===== config.mk =====
export PLATFORM = sky130hd
export DESIGN_NAME = cover_crop_rounded_corner_compositor
export DESIGN_NICKNAME = d
export VERILOG_FILES = /design/src/ccrc_pkg.sv /design/src/cover_crop_rounded_corner_compositor.sv
export SDC_FILE = /design/constraint.sdc
export NUM_CORES = 2
export LEC_CHECK = 0
export BUFFER_PORTS_ARGS = -buffer_cell sky130_fd_sc_hd__buf_4
export CORE_AREA = 5 5 316 318
export DETAILED_ROUTE_END_ITERATION = 7
export DIE_AREA = 0 0 321 323
export PLACE_DENSITY_LB_ADDON = 0.15
export SETUP_SLACK_MARGIN = 0.05
export SLEW_MARGIN = 25
export SYNTH_ARGS = -nofsm -noshare
export SYNTH_HDL_FRONTEND = slang
export SYNTH_SLANG_ARGS = --single-unit

===== constraint.sdc =====
create_clock -name clk_i -period 13.05 [get_ports clk_i]
set_clock_uncertainty 0.05 [all_clocks]
set_input_delay 1.305 -clock clk_i [delete_from_list [all_inputs] [get_ports clk_i]]
set_output_delay 1.305 -clock clk_i [all_outputs]
set_load 0.02 [all_outputs]

===== src/ccrc_pkg.sv =====
package ccrc_pkg;

  // largest source or frame dimension accepted by a start
  localparam int unsigned MAX_DIMENSION = 4096;

  // result status codes
  localparam logic [1:0] STATUS_OK       = 2'd0;
  localparam logic [1:0] STATUS_BAD_GEOM = 2'd1;
  localparam logic [1:0] STATUS_NO_FRAME = 2'd2;

  // input operation codes
  localparam logic OP_START = 1'b0;
  localparam logic OP_PIXEL = 1'b1;

  // configuration register indexes
  localparam logic [2:0] REG_SOURCE_WIDTH  = 3'd0;
  localparam logic [2:0] REG_SOURCE_HEIGHT = 3'd1;
  localparam logic [2:0] REG_FRAME_WIDTH   = 3'd2;
  localparam logic [2:0] REG_FRAME_HEIGHT  = 3'd3;
  localparam logic [2:0] REG_BORDER_WIDTH  = 3'd4;
  localparam logic [2:0] REG_CORNER_RADIUS = 3'd5;

  // sequencer states
  typedef enum logic [4:0] {
    S_IDLE,
    S_WAIT,
    S_G_CHK0,
    S_G_DIV1,
    S_G_CHK1,
    S_G_MUL2,
    S_G_DIV2,
    S_G_CHK2,
    S_G_FIN,
    S_F_MUL1,
    S_F_DIV1,
    S_F_MUL2,
    S_F_DIV2,
    S_F_MUL3,
    S_F_ADD,
    S_P_COV,
    S_P_SMP,
    S_P_SH0,
    S_P_RD,
    S_P_GM,
    S_P_GD,
    S_P_BM,
    S_P_BD,
    S_P_PACK,
    S_P_TGT,
    S_P_ADV,
    S_OUT
  } state_e;

endpackage


===== src/cover_crop_rounded_corner_compositor.sv =====
// Centre-crop, nearest-neighbour scale and rounded-corner shading of one frame. A start
// transfer (operation 0) works out the crop from the registers and answers with the index of
// the first source pixel to fetch; each pixel transfer (operation 1) returns the shaded pixel,
// its frame index and the next fetch index. Items are handled one at a time by a sequencer
// around a single bit-serial multiply/divide unit. A pixel at a corner takes longer than one
// inside the image, as its shading needs three multiply/divide pairs after each coverage
// sample (SUBSAMPLES squared samples) is checked in turn. A finished result waits in an
// output register, so the next item is taken while it is still stalled.
module cover_crop_rounded_corner_compositor #(
  parameter int SUBSAMPLES = 4
) (
  input  logic        clk_i,
  input  logic        rst_ni,
  // item input
  input  logic        in_valid_i,
  output logic        in_stall_o,
  input  logic        operation_i,
  input  logic [15:0] source_pixel_i,
  // result output
  output logic        out_valid_o,
  input  logic        out_stall_i,
  output logic [1:0]  status_o,
  output logic        pixel_valid_o,
  output logic [15:0] out_pixel_o,
  output logic [23:0] target_index_o,
  output logic        fetch_valid_o,
  output logic [23:0] fetch_index_o,
  output logic        frame_done_o,
  // configuration writes
  input  logic        cfg_valid_i,
  output logic        cfg_ready_o,
  input  logic [2:0]  cfg_index_i,
  input  logic [12:0] cfg_data_i
);

  localparam int UNITS = 2 * SUBSAMPLES;
  localparam int FULL  = SUBSAMPLES * SUBSAMPLES;
  localparam int HALF  = FULL / 2;
  localparam int COVW  = $clog2(FULL + 1);
  localparam int SIW   = (SUBSAMPLES > 1) ? $clog2(SUBSAMPLES) : 1;
  localparam int CTRW  = $clog2(255 * UNITS + 1);
  localparam int SQW   = 2 * CTRW + 1;
  localparam int AW    = 26;
  localparam int BW    = 13;

  // configuration registers
  logic [12:0] src_w_q, src_h_q, frm_w_q, frm_h_q;
  logic [7:0]  border_q, radius_q;

  assign cfg_ready_o = 1'b1;

  always_ff @(posedge clk_i or negedge rst_ni) begin
    if (!rst_ni) begin
      src_w_q  <= 13'd1;
      src_h_q  <= 13'd1;
      frm_w_q  <= 13'd1;
      frm_h_q  <= 13'd1;
      border_q <= 8'd0;
      radius_q <= 8'd22;
    end else if (cfg_valid_i) begin
      unique case (cfg_index_i)
        ccrc_pkg::REG_SOURCE_WIDTH:  src_w_q  <= cfg_data_i;
        ccrc_pkg::REG_SOURCE_HEIGHT: src_h_q  <= cfg_data_i;
        ccrc_pkg::REG_FRAME_WIDTH:   frm_w_q  <= cfg_data_i;
        ccrc_pkg::REG_FRAME_HEIGHT:  frm_h_q  <= cfg_data_i;
        ccrc_pkg::REG_BORDER_WIDTH:  border_q <= cfg_data_i[7:0];
        ccrc_pkg::REG_CORNER_RADIUS: radius_q <= cfg_data_i[7:0];
        default: ;
      endcase
    end
  end

  // bit-serial multiply / restoring divide unit
  logic          eng_go, eng_div;
  logic [AW-1:0] eng_a;
  logic [BW-1:0] eng_b;
  logic          eng_div_q, eng_busy_q, eng_done_q;
  logic [4:0]    eng_cnt_q;
  logic [AW-1:0] eng_a_q, eng_acc_q;
  logic [BW-1:0] eng_b_q;
  logic [BW:0]   eng_rem_q;
  logic [BW:0]   trial;
  logic          trial_ge;
  logic [AW-1:0] eng_res;

  assign trial    = {eng_rem_q[BW-1:0], eng_a_q[AW-1]};
  assign trial_ge = trial >= {1'b0, eng_b_q};
  assign eng_res  = eng_div_q ? eng_a_q : eng_acc_q;

  always_ff @(posedge clk_i or negedge rst_ni) begin
    if (!rst_ni) begin
      eng_div_q  <= 1'b0;
      eng_busy_q <= 1'b0;
      eng_done_q <= 1'b0;
      eng_cnt_q  <= '0;
      eng_a_q    <= '0;
      eng_acc_q  <= '0;
      eng_b_q    <= '0;
      eng_rem_q  <= '0;
    end else begin
      eng_done_q <= eng_busy_q && (eng_cnt_q == 5'd1);
      if (eng_go) begin
        eng_div_q  <= eng_div;
        eng_a_q    <= eng_a;
        eng_b_q    <= eng_b;
        eng_acc_q  <= '0;
        eng_rem_q  <= '0;
        eng_cnt_q  <= eng_div ? 5'(AW) : 5'(BW);
        eng_busy_q <= 1'b1;
      end else if (eng_busy_q) begin
        eng_cnt_q <= eng_cnt_q - 5'd1;
        if (eng_cnt_q == 5'd1) eng_busy_q <= 1'b0;
        if (eng_div_q) begin
          eng_rem_q <= trial_ge ? (trial - {1'b0, eng_b_q}) : trial;
          eng_a_q   <= {eng_a_q[AW-2:0], trial_ge};
        end else begin
          if (eng_b_q[0]) eng_acc_q <= eng_acc_q + eng_a_q;
          eng_a_q <= {eng_a_q[AW-2:0], 1'b0};
          eng_b_q <= {1'b0, eng_b_q[BW-1:1]};
        end
      end
    end
  end

  // frame state and latched geometry
  ccrc_pkg::state_e state_q, state_d, ret_q, ret_d;
  logic            active_q;
  logic [11:0]     col_q, row_q;
  logic [12:0]     crop_w_q, crop_h_q;
  logic [11:0]     crop_l_q, crop_t_q;
  logic [12:0]     lat_src_w_q, lat_iw_q, lat_ih_q, lat_fw_q;
  logic [7:0]      lat_b_q, lat_r_q;
  logic [CTRW-1:0] center_q;
  logic [2*CTRW-1:0] rsq_q;
  logic [12:0]     sy_q, sx_q;
  logic [15:0]     pix_q;
  logic [COVW-1:0] cov_q;
  logic [7:0]      ex_q, ey_q;
  logic [SIW-1:0]  sxc_q, syc_q;
  logic [4:0]      rr_q;
  logic [5:0]      gg_q;

  // working result
  logic [1:0]  wk_status_q;
  logic        wk_pv_q, wk_fv_q, wk_done_q;
  logic [15:0] wk_pix_q;
  logic [23:0] wk_tgt_q, wk_fidx_q;

  // output register
  logic        out_valid_q;

  // geometry check on the live registers
  logic [8:0]  two_b;
  logic [12:0] iw_c, ih_c;
  logic        geo_bad;
  assign two_b = {border_q, 1'b0};
  assign iw_c  = frm_w_q - {4'b0, two_b};
  assign ih_c  = frm_h_q - {4'b0, two_b};
  assign geo_bad = (src_w_q == 13'd0) || (src_h_q == 13'd0) ||
                   (frm_w_q == 13'd0) || (frm_h_q == 13'd0) ||
                   (32'(src_w_q) > ccrc_pkg::MAX_DIMENSION) ||
                   (32'(src_h_q) > ccrc_pkg::MAX_DIMENSION) ||
                   (32'(frm_w_q) > ccrc_pkg::MAX_DIMENSION) ||
                   (32'(frm_h_q) > ccrc_pkg::MAX_DIMENSION) ||
                   (frm_w_q <= {4'b0, two_b}) || (frm_h_q <= {4'b0, two_b});

  // corner region test for the current pixel
  logic [12:0] col_w, row_w, two_r;
  logic        cov_full, in_left, in_top, corner_x, corner_y;
  logic [12:0] ex_c, ey_c;
  assign col_w    = {1'b0, col_q};
  assign row_w    = {1'b0, row_q};
  assign two_r    = {4'b0, lat_r_q, 1'b0};
  assign in_left  = col_w < {5'b0, lat_r_q};
  assign in_top   = row_w < {5'b0, lat_r_q};
  assign corner_x = in_left || (col_w >= (lat_iw_q - {5'b0, lat_r_q}));
  assign corner_y = in_top || (row_w >= (lat_ih_q - {5'b0, lat_r_q}));
  assign cov_full = (lat_r_q == 8'd0) || (lat_iw_q < two_r) || (lat_ih_q < two_r) ||
                    !corner_x || !corner_y;
  assign ex_c     = in_left ? col_w : (lat_iw_q - 13'd1 - col_w);
  assign ey_c     = in_top ? row_w : (lat_ih_q - 13'd1 - row_w);

  // one coverage sample against the radius
  logic [CTRW-1:0] off_x, off_y, dx, dy;
  logic [SQW-1:0]  dist_sq;
  logic            hit, smp_last;
  assign off_x    = CTRW'(ex_q) * CTRW'(UNITS) + CTRW'({sxc_q, 1'b1});
  assign off_y    = CTRW'(ey_q) * CTRW'(UNITS) + CTRW'({syc_q, 1'b1});
  assign dx       = center_q - off_x;
  assign dy       = center_q - off_y;
  assign dist_sq  = SQW'(dx) * SQW'(dx) + SQW'(dy) * SQW'(dy);
  assign hit      = dist_sq <= SQW'(rsq_q);
  assign smp_last = (sxc_q == SIW'(SUBSAMPLES - 1)) && (syc_q == SIW'(SUBSAMPLES - 1));

  // raster advance
  logic [12:0] col_n, row_n;
  logic        wrap_col, adv_done;
  assign col_n    = col_w + 13'd1;
  assign row_n    = row_w + 13'd1;
  assign wrap_col = col_n >= lat_iw_q;
  assign adv_done = wrap_col && (row_n >= lat_ih_q);

  // source pixel channels
  logic [15:0] pix_c;
  logic [15:0] packed_c;
  assign pix_c    = {pix_q[7:0], pix_q[15:8]};
  assign packed_c = {rr_q, gg_q, eng_res[4:0]};

  logic out_free;
  assign out_free   = !out_valid_q || !out_stall_i;
  assign in_stall_o = (state_q != ccrc_pkg::S_IDLE);

  // state register
  always_ff @(posedge clk_i or negedge rst_ni) begin
    if (!rst_ni) begin
      state_q <= ccrc_pkg::S_IDLE;
      ret_q   <= ccrc_pkg::S_IDLE;
    end else begin
      state_q <= state_d;
      ret_q   <= ret_d;
    end
  end

  // next state and unit requests
  always_comb begin
    ccrc_pkg::state_e nxt;
    nxt     = state_q;
    ret_d   = ret_q;
    eng_go  = 1'b0;
    eng_div = 1'b0;
    eng_a   = '0;
    eng_b   = '0;
    unique case (state_q)
      ccrc_pkg::S_IDLE: begin
        if (in_valid_i) begin
          if (operation_i == ccrc_pkg::OP_START) nxt = ccrc_pkg::S_G_CHK0;
          else if (!active_q)                    nxt = ccrc_pkg::S_OUT;
          else                                   nxt = ccrc_pkg::S_P_COV;
        end
      end
      ccrc_pkg::S_WAIT: begin
        if (eng_done_q) nxt = ret_q;
      end
      ccrc_pkg::S_G_CHK0: begin
        if (geo_bad) begin
          nxt = ccrc_pkg::S_OUT;
        end else begin
          eng_go = 1'b1;
          eng_a  = AW'(src_w_q);
          eng_b  = ih_c;
          nxt    = ccrc_pkg::S_G_DIV1;
        end
      end
      ccrc_pkg::S_G_DIV1: begin
        eng_go  = 1'b1;
        eng_div = 1'b1;
        eng_a   = eng_res;
        eng_b   = lat_iw_q;
        nxt     = ccrc_pkg::S_G_CHK1;
      end
      ccrc_pkg::S_G_CHK1: begin
        if ((eng_res > AW'(src_h_q)) || (eng_res == '0)) nxt = ccrc_pkg::S_G_MUL2;
        else                                            nxt = ccrc_pkg::S_G_FIN;
      end
      ccrc_pkg::S_G_MUL2: begin
        eng_go = 1'b1;
        eng_a  = AW'(src_h_q);
        eng_b  = lat_iw_q;
        nxt    = ccrc_pkg::S_G_DIV2;
      end
      ccrc_pkg::S_G_DIV2: begin
        eng_go  = 1'b1;
        eng_div = 1'b1;
        eng_a   = eng_res;
        eng_b   = lat_ih_q;
        nxt     = ccrc_pkg::S_G_CHK2;
      end
      ccrc_pkg::S_G_CHK2: nxt = ccrc_pkg::S_G_FIN;
      ccrc_pkg::S_G_FIN: begin
        if ((crop_w_q == 13'd0) || (crop_h_q == 13'd0)) nxt = ccrc_pkg::S_OUT;
        else                                            nxt = ccrc_pkg::S_F_MUL1;
      end
      ccrc_pkg::S_F_MUL1: begin
        eng_go = 1'b1;
        eng_a  = AW'(row_q);
        eng_b  = crop_h_q;
        nxt    = ccrc_pkg::S_F_DIV1;
      end
      ccrc_pkg::S_F_DIV1: begin
        eng_go  = 1'b1;
        eng_div = 1'b1;
        eng_a   = eng_res;
        eng_b   = lat_ih_q;
        nxt     = ccrc_pkg::S_F_MUL2;
      end
      ccrc_pkg::S_F_MUL2: begin
        eng_go = 1'b1;
        eng_a  = AW'(col_q);
        eng_b  = crop_w_q;
        nxt    = ccrc_pkg::S_F_DIV2;
      end
      ccrc_pkg::S_F_DIV2: begin
        eng_go  = 1'b1;
        eng_div = 1'b1;
        eng_a   = eng_res;
        eng_b   = lat_iw_q;
        nxt     = ccrc_pkg::S_F_MUL3;
      end
      ccrc_pkg::S_F_MUL3: begin
        eng_go = 1'b1;
        eng_a  = AW'(sy_q);
        eng_b  = lat_src_w_q;
        nxt    = ccrc_pkg::S_F_ADD;
      end
      ccrc_pkg::S_F_ADD: nxt = ccrc_pkg::S_OUT;
      ccrc_pkg::S_P_COV: begin
        nxt = cov_full ? ccrc_pkg::S_P_SH0 : ccrc_pkg::S_P_SMP;
      end
      ccrc_pkg::S_P_SMP: begin
        if (smp_last) nxt = ccrc_pkg::S_P_SH0;
      end
      ccrc_pkg::S_P_SH0: begin
        if ((cov_q == '0) || (32'(cov_q) >= FULL)) begin
          nxt = ccrc_pkg::S_P_TGT;
        end else begin
          eng_go = 1'b1;
          eng_a  = AW'(pix_c[15:11]);
          eng_b  = BW'(cov_q);
          nxt    = ccrc_pkg::S_P_RD;
        end
      end
      ccrc_pkg::S_P_RD, ccrc_pkg::S_P_GD, ccrc_pkg::S_P_BD: begin
        eng_go  = 1'b1;
        eng_div = 1'b1;
        eng_a   = eng_res + AW'(HALF);
        eng_b   = BW'(FULL);
        priority case (state_q)
          ccrc_pkg::S_P_RD: nxt = ccrc_pkg::S_P_GM;
          ccrc_pkg::S_P_GD: nxt = ccrc_pkg::S_P_BM;
          default:          nxt = ccrc_pkg::S_P_PACK;
        endcase
      end
      ccrc_pkg::S_P_GM: begin
        eng_go = 1'b1;
        eng_a  = AW'(pix_c[10:5]);
        eng_b  = BW'(cov_q);
        nxt    = ccrc_pkg::S_P_GD;
      end
      ccrc_pkg::S_P_BM: begin
        eng_go = 1'b1;
        eng_a  = AW'(pix_c[4:0]);
        eng_b  = BW'(cov_q);
        nxt    = ccrc_pkg::S_P_BD;
      end
      ccrc_pkg::S_P_PACK: nxt = ccrc_pkg::S_P_TGT;
      ccrc_pkg::S_P_TGT: begin
        eng_go = 1'b1;
        eng_a  = AW'(row_w + {5'b0, lat_b_q});
        eng_b  = lat_fw_q;
        nxt    = ccrc_pkg::S_P_ADV;
      end
      ccrc_pkg::S_P_ADV: begin
        nxt = adv_done ? ccrc_pkg::S_OUT : ccrc_pkg::S_F_MUL1;
      end
      ccrc_pkg::S_OUT: begin
        if (out_free) nxt = ccrc_pkg::S_IDLE;
      end
      default: nxt = ccrc_pkg::S_IDLE;
    endcase
    if (eng_go) begin
      ret_d   = nxt;
      state_d = ccrc_pkg::S_WAIT;
    end else begin
      state_d = nxt;
    end
  end

  // datapath registers
  always_ff @(posedge clk_i or negedge rst_ni) begin
    if (!rst_ni) begin
      active_q    <= 1'b0;
      col_q       <= '0;
      row_q       <= '0;
      crop_w_q    <= '0;
      crop_h_q    <= '0;
      crop_l_q    <= '0;
      crop_t_q    <= '0;
      lat_src_w_q <= '0;
      lat_iw_q    <= '0;
      lat_ih_q    <= '0;
      lat_fw_q    <= '0;
      lat_b_q     <= '0;
      lat_r_q     <= '0;
      center_q    <= '0;
      rsq_q       <= '0;
      sy_q        <= '0;
      sx_q        <= '0;
      pix_q       <= '0;
      cov_q       <= '0;
      ex_q        <= '0;
      ey_q        <= '0;
      sxc_q       <= '0;
      syc_q       <= '0;
      rr_q        <= '0;
      gg_q        <= '0;
      wk_status_q <= ccrc_pkg::STATUS_OK;
      wk_pv_q     <= 1'b0;
      wk_fv_q     <= 1'b0;
      wk_done_q   <= 1'b0;
      wk_pix_q    <= '0;
      wk_tgt_q    <= '0;
      wk_fidx_q   <= '0;
    end else begin
      unique case (state_q)
        ccrc_pkg::S_IDLE: begin
          if (in_valid_i) begin
            pix_q       <= source_pixel_i;
            wk_status_q <= ccrc_pkg::STATUS_OK;
            wk_pv_q     <= 1'b0;
            wk_fv_q     <= 1'b0;
            wk_done_q   <= 1'b0;
            wk_pix_q    <= '0;
            wk_tgt_q    <= '0;
            wk_fidx_q   <= '0;
            if (operation_i == ccrc_pkg::OP_START) active_q <= 1'b0;
            else if (!active_q) wk_status_q <= ccrc_pkg::STATUS_NO_FRAME;
          end
        end
        ccrc_pkg::S_G_CHK0: begin
          if (geo_bad) begin
            wk_status_q <= ccrc_pkg::STATUS_BAD_GEOM;
          end else begin
            lat_src_w_q <= src_w_q;
            lat_iw_q    <= iw_c;
            lat_ih_q    <= ih_c;
            lat_fw_q    <= frm_w_q;
            lat_b_q     <= border_q;
            lat_r_q     <= radius_q;
            center_q    <= CTRW'(radius_q) * CTRW'(UNITS);
          end
        end
        ccrc_pkg::S_G_DIV1: rsq_q <= center_q * center_q;
        ccrc_pkg::S_G_CHK1: begin
          crop_h_q <= eng_res[12:0];
          crop_w_q <= src_w_q;
        end
        ccrc_pkg::S_G_MUL2: crop_h_q <= src_h_q;
        ccrc_pkg::S_G_CHK2: begin
          crop_w_q <= (eng_res > AW'(src_w_q)) ? src_w_q : eng_res[12:0];
        end
        ccrc_pkg::S_G_FIN: begin
          if ((crop_w_q == 13'd0) || (crop_h_q == 13'd0)) begin
            wk_status_q <= ccrc_pkg::STATUS_BAD_GEOM;
          end else begin
            crop_l_q <= 12'((src_w_q - crop_w_q) >> 1);
            crop_t_q <= 12'((src_h_q - crop_h_q) >> 1);
            col_q    <= '0;
            row_q    <= '0;
            active_q <= 1'b1;
          end
        end
        ccrc_pkg::S_F_MUL2: sy_q <= eng_res[12:0] + {1'b0, crop_t_q};
        ccrc_pkg::S_F_MUL3: sx_q <= eng_res[12:0] + {1'b0, crop_l_q};
        ccrc_pkg::S_F_ADD: begin
          wk_fv_q   <= 1'b1;
          wk_fidx_q <= eng_res[23:0] + 24'(sx_q);
        end
        ccrc_pkg::S_P_COV: begin
          if (cov_full) begin
            cov_q <= COVW'(FULL);
          end else begin
            cov_q <= '0;
            ex_q  <= ex_c[7:0];
            ey_q  <= ey_c[7:0];
            sxc_q <= '0;
            syc_q <= '0;
          end
        end
        ccrc_pkg::S_P_SMP: begin
          cov_q <= cov_q + COVW'(hit);
          if (sxc_q == SIW'(SUBSAMPLES - 1)) begin
            sxc_q <= '0;
            syc_q <= syc_q + SIW'(1);
          end else begin
            sxc_q <= sxc_q + SIW'(1);
          end
        end
        ccrc_pkg::S_P_SH0: begin
          if (cov_q == '0) wk_pix_q <= '0;
          else if (32'(cov_q) >= FULL) wk_pix_q <= pix_q;
        end
        ccrc_pkg::S_P_GM: rr_q <= eng_res[4:0];
        ccrc_pkg::S_P_BM: gg_q <= eng_res[5:0];
        ccrc_pkg::S_P_PACK: wk_pix_q <= {packed_c[7:0], packed_c[15:8]};
        ccrc_pkg::S_P_TGT: wk_pv_q <= 1'b1;
        ccrc_pkg::S_P_ADV: begin
          wk_tgt_q <= eng_res[23:0] + 24'(col_q) + 24'(lat_b_q);
          if (adv_done) begin
            col_q     <= '0;
            row_q     <= '0;
            active_q  <= 1'b0;
            wk_done_q <= 1'b1;
          end else if (wrap_col) begin
            col_q <= '0;
            row_q <= row_n[11:0];
          end else begin
            col_q <= col_n[11:0];
          end
        end
        default: ;
      endcase
    end
  end

  // result register, loaded when the sequencer finishes an item
  always_ff @(posedge clk_i or negedge rst_ni) begin
    if (!rst_ni) begin
      out_valid_q    <= 1'b0;
      status_o       <= ccrc_pkg::STATUS_OK;
      pixel_valid_o  <= 1'b0;
      out_pixel_o    <= '0;
      target_index_o <= '0;
      fetch_valid_o  <= 1'b0;
      fetch_index_o  <= '0;
      frame_done_o   <= 1'b0;
    end else begin
      if ((state_q == ccrc_pkg::S_OUT) && out_free) begin
        out_valid_q    <= 1'b1;
        status_o       <= wk_status_q;
        pixel_valid_o  <= wk_pv_q;
        out_pixel_o    <= wk_pix_q;
        target_index_o <= wk_tgt_q;
        fetch_valid_o  <= wk_fv_q;
        fetch_index_o  <= wk_fidx_q;
        frame_done_o   <= wk_done_q;
      end else if (!out_stall_i) begin
        out_valid_q <= 1'b0;
      end
    end
  end

  assign out_valid_o = out_valid_q;

endmodule


# After elaboration in Yosys (flattened, before gate mapping)
# Index checks and enable logic that the tools add are counted.
[op_classes]
magnitude_cmp = 19
n_mux = 90
n_eq_ne = 46
n_addsub = 30
bitwise = 3
n_reduce_logical = 83
mul = 3
[op_table]
columns = ["op", "count"]
rows = [
  ["$pmux 26 s11", 1],
  ["$mux 26", 7],
  ["$mux 13", 10],
  ["$pmux 13 s10", 1],
  ["$pmux 5 s25", 1],
  ["$pmux 24 s2", 2],
  ["$mux 5", 16],
  ["$logic_not 13->1", 6],
  ["$mux 12", 5],
  ["$eq 5x5->1 const B", 11],
  ["$gt 13x13->1 const B", 4],
  ["$gt 26x13->1", 2],
  ["$pmux 13 s2", 2],
  ["$mux 16", 3],
  ["$pmux 12 s2", 2],
  ["$pmux 16 s3", 1],
  ["$mul 11x11->22", 2],
  ["$eq 5x4->1 const B", 8],
  ["$sub 13x13->13", 3],
  ["$reduce_and 2->1", 17],
  ["$add 12x1->13 const B", 2],
  ["$add 13x12->13", 2],
  ["$add 26x26->26", 1],
  ["$add 26x4->26 const B", 1],
  ["63 further kinds", 164],
]
[totals]
wordCells = 329
reg_bits = 540
input_bits = 38

# Logic depth before layout (Yosys ltp)
[logic_depth]
depth_word = 14
ltp_mapped = 48
mapped_depth_nobuf = 46

# Worst setup path after synthesis
# No wires, ideal clock.
[synth_timing]
kind = "register to register"
from = "reg lat_r_q[1]"
to = "reg cov_q[4]"
setup_ns = 0.126
arrival_ns = 10.287
stages_incl_launch_ff = 42
t_required_ns = 12.874
setup_slack_ns = 2.587
cell_sequence = "dfrtp_1 > clkinv_1 > ha_1 > inv_1 > ha_1 > o21a_1 > o21ai_0 > nand2b_1 > a21o_1 > a21o_1 > a21o_1 > a21o_1 > xor2_1 > inv_1 > fa_1 > fa_1 > inv_1 > fa_1 > (+6 left out) > ha_1 > and4_1 > o311a_1 > a21o_1 > o41ai_2 > o21ai_1 > o211a_1 > o21a_1 > nor2_1 > ha_1 > o21a_1 > o221a_2 > nor3_1 > ha_1 > ha_1 > nand3_1 > a21o_1 > a221o_1"
[synth_via]
elab_chain_len = 8
elab_cells_between_ends = 26
cone_classes = "6 x add/sub; 2 x mul; 7 x order compare; 2 x mux; 9 x reduce/logical"
[synth_rtl]
columns = ["item", "line", "source"]
rows = [
  ["start, declared", "cover_crop_rounded_corner_compositor.sv:132", "logic [7:0] lat_b_q, lat_r_q;"],
  ["start signal, assigned", "cover_crop_rounded_corner_compositor.sv:438", "lat_r_q <= radius_q;"],
  ["branches (longest 7 deep; another with $add 22x22->23)", "-", ""],
  ["$pmux 5 s2 (*)", "cover_crop_rounded_corner_compositor.sv:414", "unique case (state_q)"],
  ["end signal, assigned", "cover_crop_rounded_corner_compositor.sv:470", "cov_q <= COVW'(FULL);"],
  ["end signal, assigned", "cover_crop_rounded_corner_compositor.sv:480", "cov_q <= cov_q + COVW'(hit);"],
  ["end, declared", "cover_crop_rounded_corner_compositor.sv:137", "logic [COVW-1:0] cov_q;"],
]
# Mark *: on every way between the ends.
# A chain may end at the register's enable or synchronous reset.

# Worst setup path after layout
[layout_timing]
from = "reg syc_q[1]"
to = "reg cov_q[4]"
[layout_via]
elab_chain_len = 7
[layout_rtl]
columns = ["item", "line", "source"]
rows = [
  ["start, declared", "cover_crop_rounded_corner_compositor.sv:139", "logic [SIW-1:0] sxc_q, syc_q;"],
  ["start signal, assigned", "cover_crop_rounded_corner_compositor.sv:483", "syc_q <= syc_q + SIW'(1);"],
  ["$add 11x3->11", "cover_crop_rounded_corner_compositor.sv:188", "assign off_y = CTRW'(ey_q) * CTRW'(UNITS) + CTRW'({syc_q, 1'b1});"],
  ["$sub 11x11->11", "cover_crop_rounded_corner_compositor.sv:190", "assign dy = center_q - off_y;"],
  ["$mul 11x11->22", "cover_crop_rounded_corner_compositor.sv:191", "assign dist_sq = SQW'(dx) * SQW'(dx) + SQW'(dy) * SQW'(dy);"],
  ["$add 22x22->23", "cover_crop_rounded_corner_compositor.sv:191", ""],
  ["$le 23x22->1", "cover_crop_rounded_corner_compositor.sv:192", "assign hit = dist_sq <= SQW'(rsq_q);"],
  ["$add 5x1->5", "cover_crop_rounded_corner_compositor.sv:480", ""],
  ["$pmux 5 s2", "cover_crop_rounded_corner_compositor.sv:414", ""],
]
# No other way between the ends.

==> results_dict.tcl <==
set metrics [dict create \
    fin_hold_ws_ns 0.4266 \
    cts_max_path_buffers 3 \
    yosys_warnings 0 \
    post_cts_resized 0 \
    period_share 0.9032 \
    rrSetupSlack_ns 1.26 \
    io_buffers 108 \
    initialDrtViolationCount 3110 \
    criticalPathCategory "reg -> reg" \
    grt_pass1_vias 35660 \
    crit_fanout 13 \
    setup_viol 0 \
    cts_setup_buffers 0 \
    fp.dieArea_mm2 0.1037 \
    coreArea_mm2 0.09628 \
    critPathLaunchType "flop" \
    post_synth_fa_ha_maj_area_fraction 0.2280 \
    gp_congestion 0.9547 \
    path_common_cell "fa_1" \
    ys_ff_latch 538 \
    synthCells 4815 \
    layout_min_cycle_time_ns 11.79 \
    yosysMostFrequentCell "nand2_1" \
    tns_ns 0 \
    core.rowCount 114 \
    path_clk_slew_ns 0.06 \
    start_util 0.4491 \
    io_pins 110 \
    firstDrtPassIters 8 \
    avgSynthCellArea_um2 8.980 \
    cts_hold_buffers 0 \
    synth_top_family_by_area "adder cells" \
    ant_nets 0 \
    syn_area_mm2 0.04324 \
    synth_xor_area_frac 0.05001 \
    ctsHtreeMaxLevel 3 \
    grt_max_degree 146 \
    die_w_um 321 \
    viasPerCell 5.731 \
    worst_pin_slew_ns 1.155 \
    vias 35670 \
    holdCritPathClass "reg -> reg" \
    dp_hpwl_mm 108.5 \
    yosysTopAreaCell "dfrtp_1" \
    wl_per_cell_um 22.91 \
    cap_violations 0 \
    muxShareOfSynthArea 0.03487 \
    grt_pass1_wl_mm 218.5 \
    route.detailed.drc 0 \
    fill_cells 9185 \
    fmax_ghz 0.08484 \
    syn_to_final_growth_pct 10.72 \
    finalWirelength_mm 142.6 \
    numCtsBuffers 67 \
    cp-end-kind "flop" \
    grt_overflow_total 0 \
    antenna_found_initial 2 \
    ys_types 99 \
    async_reset_ff_frac 1.000 \
    status "finished, final reports clean" \
    seq_area_frac_synth 0.3116 \
    clock_sinks 538 \
    drive_above_1_share 0.09324 \
    crit_arrival_ns 12.23 \
    die_h_um 323 \
    slowest_delay_ns 0.63 \
    drv_slew 0 \
    grt_setup_unrepaired "false" \
    tritoncts "built" \
    yosysTopAreaCellShare 0.3073 \
    synth_common_cells "nand2_1, inv_1, dfrtp_1, ha_1" \
    synth-edff-count 0 \
    synth_ff_type "dfrtp_1" \
    clkLatencyLatePin_ns 0.63 \
    slew_headroom 0.2274 \
    synth-simple-area-share 0.1431 \
    cp_slowest_cell "dfrtp_1" \
    synth-compound-area-share 0.1680 \
    hold_viol 0 \
    grt_use_total 0.2725 \
    clockRootBuffer "clkbuf_16" \
    num-nets-final 5592 \
    ys_top_cells_by_area "dfrtp_1, ha_1, fa_1, nand2_1, inv_1" \
    required_ns 13.49 \
]
## final timing paths
check	end	cells past startpoint	startpoint
max in group asynchronous	out_pixel_o[2]	3	rst_ni
max reg2reg	cov_q[4]	41	syc_q[1]
max	cov_q[4]	41	syc_q[1]
min in group asynchronous	frm_w_q[11]	1	rst_ni
min	rsq_q[20]	2	rsq_q[20]
min reg2reg	rsq_q[20]	2	rsq_q[20]
## through the flow
step                      instance area (um2)  utilization  setup slack, ns  cells
final                                   47870       0.4972            1.264   6225
after global routing                    47860       0.4971           0.5846   6220
after global placement                  45620       0.4738            1.439   6101
after detailed placement                45630       0.4739            1.280   6101
after CTS                               47830       0.4968            1.215   6220
after floorplan                         43240            -            2.587   4816
## layer usage
metal | global-route usage | vias to the layer above | wire length [um]
met5 | 0 | - | 0
met2 | 0.4485 | 1136 | 66540
met4 | 0.1214 | 0 | 7360
met3 | 0.04661 | 315 | 8968
li1 | - | 16790 | -
met1 | 0.3552 | 17430 | 59730
## cell families (layout without fill, tap and decap cells)
kind of cell,count (synthesis),count (layout)
and+or+nand+nor,1365,1365
AOI/OAI and AO/OA,1144,1144
buffers and inverters,724,852
adders and majority gates,660,660
DFF,538,538
xor gates and xnor gates,246,246
muxes,136,136
other,2,8
## layout by cell type, fill, tap and decap left out, drive strengths merged, types with 43 or more instances in the layout
master / count
fa: 213
nor3: 80
nand3: 122
ha: 447
a21o: 86
a21oi: 262
xnor2: 160
inv: 541
mux2: 108
nor2: 360
dfrtp: 531
clkbuf: 99
nand2: 543
o21a: 43
buf: 187
a31oi: 44
xor2: 86
o21ai: 370
a22oi: 45
## critical path, delay by kind of cell, from the launching register on
family / cells / cell delay, ns
adders and majority gates: 12 / 5.01
AOI/OAI and AO/OA: 14 / 3.18
and+or+nand+nor: 8 / 1.33
buffers and inverters: 6 / 0.83
DFF: 1 / 0.63
xor gates and xnor gates: 1 / 0.62
## registers in the layout, summed over array words and instances, names as in the netlist, 15 cells and up
name	count
eng_a_q	26
eng_acc_q	26
fetch_index_o	24
target_index_o	24
wk_fidx_q	24
wk_tgt_q	24
out_pixel_o	16
pix_q	16
wk_pix_q	16
rsq_q	15
## final cells by class
| type | count | area (um2) | area share |
|---|---|---|---|
| well taps | 1276 | 1597 | 0.03335 |
| flip-flops and latches | 538 | 13470 | 0.2814 |
| repair buffers | 187 | 1424 | 0.02974 |
| clock buffers | 99 | 1958 | 0.04090 |
| inverters | 546 | 2054 | 0.04292 |
| multi-input cells | 3554 | 27100 | 0.5661 |
| diodes | 5 | 12.51 | 0.0002614 |
| clock inverters | 20 | 251.5 | 0.005253 |
Power is not shown: default switching activity piles up to over one toggle a cycle in this logic, so the estimate is an artifact.
